File: src/rtl/fow_pkg.sv
package fow_pkg;

  // signed width for box bounds, counters and sizes (covers -15 .. 1023+15)
  localparam int CW = 12;

  // tile codes
  localparam logic [1:0] CODE_UNKNOWN = 2'd0;
  localparam logic [1:0] CODE_KNOWN   = 2'd1;
  localparam logic [1:0] CODE_VISIBLE = 2'd2;

  // register indexes on the config port
  localparam logic [1:0] REG_MAP_WIDTH  = 2'd0;
  localparam logic [1:0] REG_MAP_HEIGHT = 2'd1;
  localparam logic [1:0] REG_START_X    = 2'd2;
  localparam logic [1:0] REG_START_Y    = 2'd3;

  typedef enum logic [2:0] {
    ST_CLEAR,
    ST_IDLE,
    ST_SETUP,
    ST_WALK,
    ST_QREAD,
    ST_QOUT
  } state_t;

endpackage

File: src/rtl/fow_axis_clip.sv
// One axis of a visit: span of old and new windows clipped to the map,
// plus the new window edges.
module fow_axis_clip #(
  parameter int HALF = 2
) (
  input  logic [5:0]                   new_pos,
  input  logic [5:0]                   old_pos,
  input  logic signed [fow_pkg::CW-1:0] size,
  output logic signed [fow_pkg::CW-1:0] lo,
  output logic signed [fow_pkg::CW-1:0] hi,
  output logic signed [fow_pkg::CW-1:0] win_lo,
  output logic signed [fow_pkg::CW-1:0] win_hi
);
  import fow_pkg::*;

  localparam logic signed [CW-1:0] HALF_S = CW'(HALF);
  localparam logic signed [CW-1:0] ONE_S  = CW'(1);

  logic signed [CW-1:0] nv;
  logic signed [CW-1:0] ov;
  logic signed [CW-1:0] mn;
  logic signed [CW-1:0] mx;
  logic signed [CW-1:0] lo_raw;
  logic signed [CW-1:0] hi_raw;
  logic signed [CW-1:0] last;

  assign nv = signed'(CW'(new_pos));
  assign ov = signed'(CW'(old_pos));

  // span of both windows
  assign mn     = (nv < ov) ? nv : ov;
  assign mx     = (nv > ov) ? nv : ov;
  assign lo_raw = mn - HALF_S;
  assign hi_raw = mx + HALF_S;
  assign last   = size - ONE_S;

  // clip to the map; an empty map leaves hi below lo
  assign lo = (lo_raw < 0) ? '0 : lo_raw;
  assign hi = (hi_raw > last) ? last : hi_raw;

  assign win_lo = nv - HALF_S;
  assign win_hi = nv + HALF_S;

endmodule

File: config.mk
export PLATFORM = sky130hd
export DESIGN_NAME = fow_axis_clip
export DESIGN_NICKNAME = d
export VERILOG_FILES = /design/src/rtl/fow_pkg.sv /design/src/rtl/fow_axis_clip.sv
export SDC_FILE = /design/constraint.sdc
export NUM_CORES = 1
export LEC_CHECK = 0
export BUFFER_PORTS_ARGS = -buffer_cell sky130_fd_sc_hd__buf_2
export CORE_AREA = 3 3 52 64
export DETAILED_ROUTE_END_ITERATION = 10
export DIE_AREA = 0 0 55 67
export PLACE_DENSITY = 0.77
export SLEW_MARGIN = 20
export SYNTH_ARGS = -nofsm -noshare
export SYNTH_HDL_FRONTEND = slang
export SYNTH_SLANG_ARGS = --single-unit
File: constraint.sdc
create_clock -name vclk -period 12.1
set_clock_uncertainty 0.05 [all_clocks]
set_input_delay 3.63 -clock vclk [all_inputs]
set_output_delay 3.63 -clock vclk [all_outputs]
set_load 0.01 [all_outputs]
# Yosys cells after proc, flatten, opt, wreduce, memory -nomap -nowiden
# Index checks and enable logic that the tools add are counted.
# op_classes
magnitude_cmp	4
shift	0
mul	0
muxes	4
eq_ne	0
div	0
reduce_logical	0
addsub	5
bitwise_logic	0
# ops
operator	n
12-bit 2-to-1 mux	2
6-bit by 2-bit adder with 7-bit output (second input constant)	2
6-bit by 2-bit subtractor with 7-bit output (second input constant)	2
8-bit by 12-bit greater-than comparator with 1-bit output	1
6-bit 2-to-1 mux	2
12-bit by 2-bit subtractor with 12-bit output (second input constant)	1
7-bit by 1-bit < comparator with 1-bit output (second input constant)	1
6-bit greater-than comparator	1
6-bit < comparator	1
# word_totals
latchBits	0
wordCells	13
output_inout_bits	48
ram_bits	0
mem_bits_ro	0
ff_bits	0
mem_count	0

# Longest topological paths before layout
# logic_depth
ltp_word	5
mapped_depth	19
depth_no_buf	18

# Worst setup path after synthesis
# Ideal clock, no wire load.
# synth_path
path_kind	input port to output port
startpoint	input old_pos[5]
endpoint	output hi[5] (netlist bit)
arrival_time_ps	7256
path_slack_ps	1164
stages	19
required_time_ps	8420
cell_sequence	inv_1 > ha_1 > a21oi_1 > o21ai_0 > o22ai_1 > clkbuf_1 > nand2_1 > o21ai_0 > ha_1 > nand3_1 > xnor2_1 > nor2_1 > a21oi_1 > ha_1 > nand4_1 > o21ai_0 > a211oi_1 > o41ai_4 > mux2_4
# synth_via
elab_chain_cells	5
# synth_lines
item	line_no	source
start: declaration	fow_axis_clip.sv:7	input logic [5:0] old_pos,
6-bit greater-than comparator	fow_axis_clip.sv:32	assign mx = (nv > ov) ? nv : ov;
6-bit 2-to-1 mux (*)	fow_axis_clip.sv:32	
6-bit by 2-bit adder with 7-bit output (*)	fow_axis_clip.sv:34	assign hi_raw = mx + HALF_S;
8-bit by 12-bit greater-than comparator with 1-bit output	fow_axis_clip.sv:39	assign hi = (hi_raw > last) ? last : hi_raw;
12-bit 2-to-1 mux (*)	fow_axis_clip.sv:39	
end: declaration	fow_axis_clip.sv:10	output logic signed [fow_pkg::CW-1:0] hi,
# Mark *: on every way between the ends. The rest lies on a longest branch, timed or not.

# Worst setup path after layout
# layout_path
startpoint	input old_pos[4]
endpoint	output hi[5] (netlist bit)
# The elaborated chain is that of the path after synthesis.

==> reports/qor.txt <==
Rows: 21
most frequent cells in the layout: buf_2 (61), inv_1 (22), nor2_1 (21)
DP HPWL: 2620 µm
postcts setup bufs: 0
Area contributors post-synth: ha_1 (18%), buf_4 (11%), mux2i_1 (10%), inv_1 (6.5%), nor2_1 (6.2%)
initial antenna violation count: 0
worst-margin pin slew: 773 ps
1st-pass router iterations: 4
fin area: 1510 µm²
Total Wirelength: 3000 µm
Synth Area in Compound Gates: 0.147
yosys warns: 0
first-pass GRT wire length: 4840 µm
core region area: 2790 µm²
Synth cell types: 35
critical path peak fanout: 12
Startpoint Class: primary input
FMAX: 0.0884 GHz
final-stage net count: 280
Static Leak: 0.856 nW
kind of critical path: primary input to output port
period utilisation layout: 0.935
Crit. End Element: output port
die width: 55 µm
Area after DPL: 1510 µm²
final worst slack: 787 ps
Final setup viols: 0
largest family of logic cells by synthesized area: simple AND/OR/NAND/NOR gates
die area: 3690 µm²
Area Growth Syn to Fin: 18.8%
Met2 Wirelength: 1570 µm
Post-Syn Area per Cell: 6.85 µm²
PortBufs: 61
Post-CTS Hold Buffers: 0
number of max-cap violations: 0
hold depth: 2
Slew HR: 0.483
worst path required time: 8420 ps
Vias: 1,346
Residual DRC: 0
post-synthesis mux area share: 0.114
Syn Std Cell Area: 1270 µm²
ANT nets after route: 0
outcome: finished clean
Setup TNS: 0 ps
Reg area: 0 µm²
GRT Resource Usage Total: 0.166
Wirelength per Cell: 11.1 µm
worst min-delay path class: primary input to output port
crit path DAT: 7630 ps
cell taking the most area after synthesis: ha_1
layout cells sized above 1: 0.292
Place WS: 776 ps
fin. max-slew vios: 0
Detailed Route Iter0 Violations: 13
simple-gate share of the synthesized area: 0.250
routability cong.: 0.811
min cycle time layout: 11,310 ps
Antenna Cells: 0
Mapped Cells: 186
met3 WL: 131 µm
Hold Vio Cnt, Final: 0
Chip Height: 67 µm
Initial Util: 0.457
Seq cells: 0
adder-cell area share of the yosys netlist: 0.177
post_cts resized: 0
Routed met1 length: 1300 µm
via/cell ratio: 4.99
grt total ovfl: 0
vias in the first global route: 1,179
Synth top area share: 0.177
sequential area share after synthesis: 0
Ports: 72
CLK BUF: 0
Post-Synth XOR/XNOR Area: 0.124
PwrDens: 49.7 nW/µm²
DR top layer: met3
commonest non-fill, non-tap cell in the layout: buf_2
RSZ-0062 raised after global routing: false
largest net degree at the start of global routing: 13
worst vdd ir: 0.0286 mV
==> cells in the mapped netlist, types with 2 or more instances <==
library cell / n
nand4_1: 2
nand3_1: 12
a21oi_1: 10
o21ai_0: 6
nor2_1: 21
a211oi_1: 2
nor3_1: 3
nand2_1: 16
buf_4: 19
inv_1: 22
xnor2_1: 9
clkbuf_1: 3
ha_1: 18
nor2b_1: 2
xor2_1: 9
mux2i_1: 13
==> worst paths after layout <==
check,startpoint,endpoint,slack (ps)
worst max-delay path,old_pos[4],hi[5],790
worst min-delay path,new_pos[0],win_lo[0],7440
==> where the power goes <==
part | internal [W] | switching (W)
sequential | 0 | 0
clock | 0 | 0
combinational | 0.0000316 | 0.0000435
total | 0.0000316 | 0.0000435
==> critical path, cell delays in order <==
cell and delay (ps):
buf_2 130, inv_1 100, ha_1 300, nand2_1 50, o21ai_0 240, o22ai_1 110, buf_4 180, o21ai_0 290
ha_1 280, nand3_1 110, xnor2_1 140, nor2_1 90, a21oi_1 60, ha_1 320, nand4_1 110, o21ai_0 200
a211oi_1 130, o41ai_4 670, mux2_4 350, buf_2 140
==> cell families after synthesis <==
family,after synthesis
other,1
xor gates and xnor gates,18
and+or+nand+nor,64
muxes,14
buffers and inverters,44
adders and majority gates,18
AOI/OAI and AO/OA,27
==> routing by layer <==
| metal | track usage | up-vias |
|---|---|---|
| met3 | 0 | 0 |
| met5 | 0 | - |
| met1 | 0.200 | 603 |
| met4 | 0 | 0 |
| li1 | - | 707 |
| met2 | 0.333 | 36 |
==> through the flow <==
| step | cells | total power (W) | hold WS, ps | util |
|---|---|---|---|---|
| 2_1_floorplan | 196 | 0.0000527 | 7280 | - |
| 3_3_place_gp | 270 | 0.0000745 | 7440 | 0.543 |
| 3_5_place_dp | 270 | 0.0000756 | 7440 | 0.543 |
| 4_1_cts | 270 | 0.0000759 | 7440 | 0.543 |
| 5_1_grt | 270 | 0.0000858 | 7460 | 0.543 |
| 6_report | 270 | 0.0000751 | 7440 | 0.543 |
==> area by class of cell <==
type	count	area, µm²
Tap cell	34	42.5
Multi-Input combinational cell	152	1070
Fill cell	300	1270
Inverter	22	82.6
Timing Repair Buffer	62	313
Power figures use the tool's default switching activity.
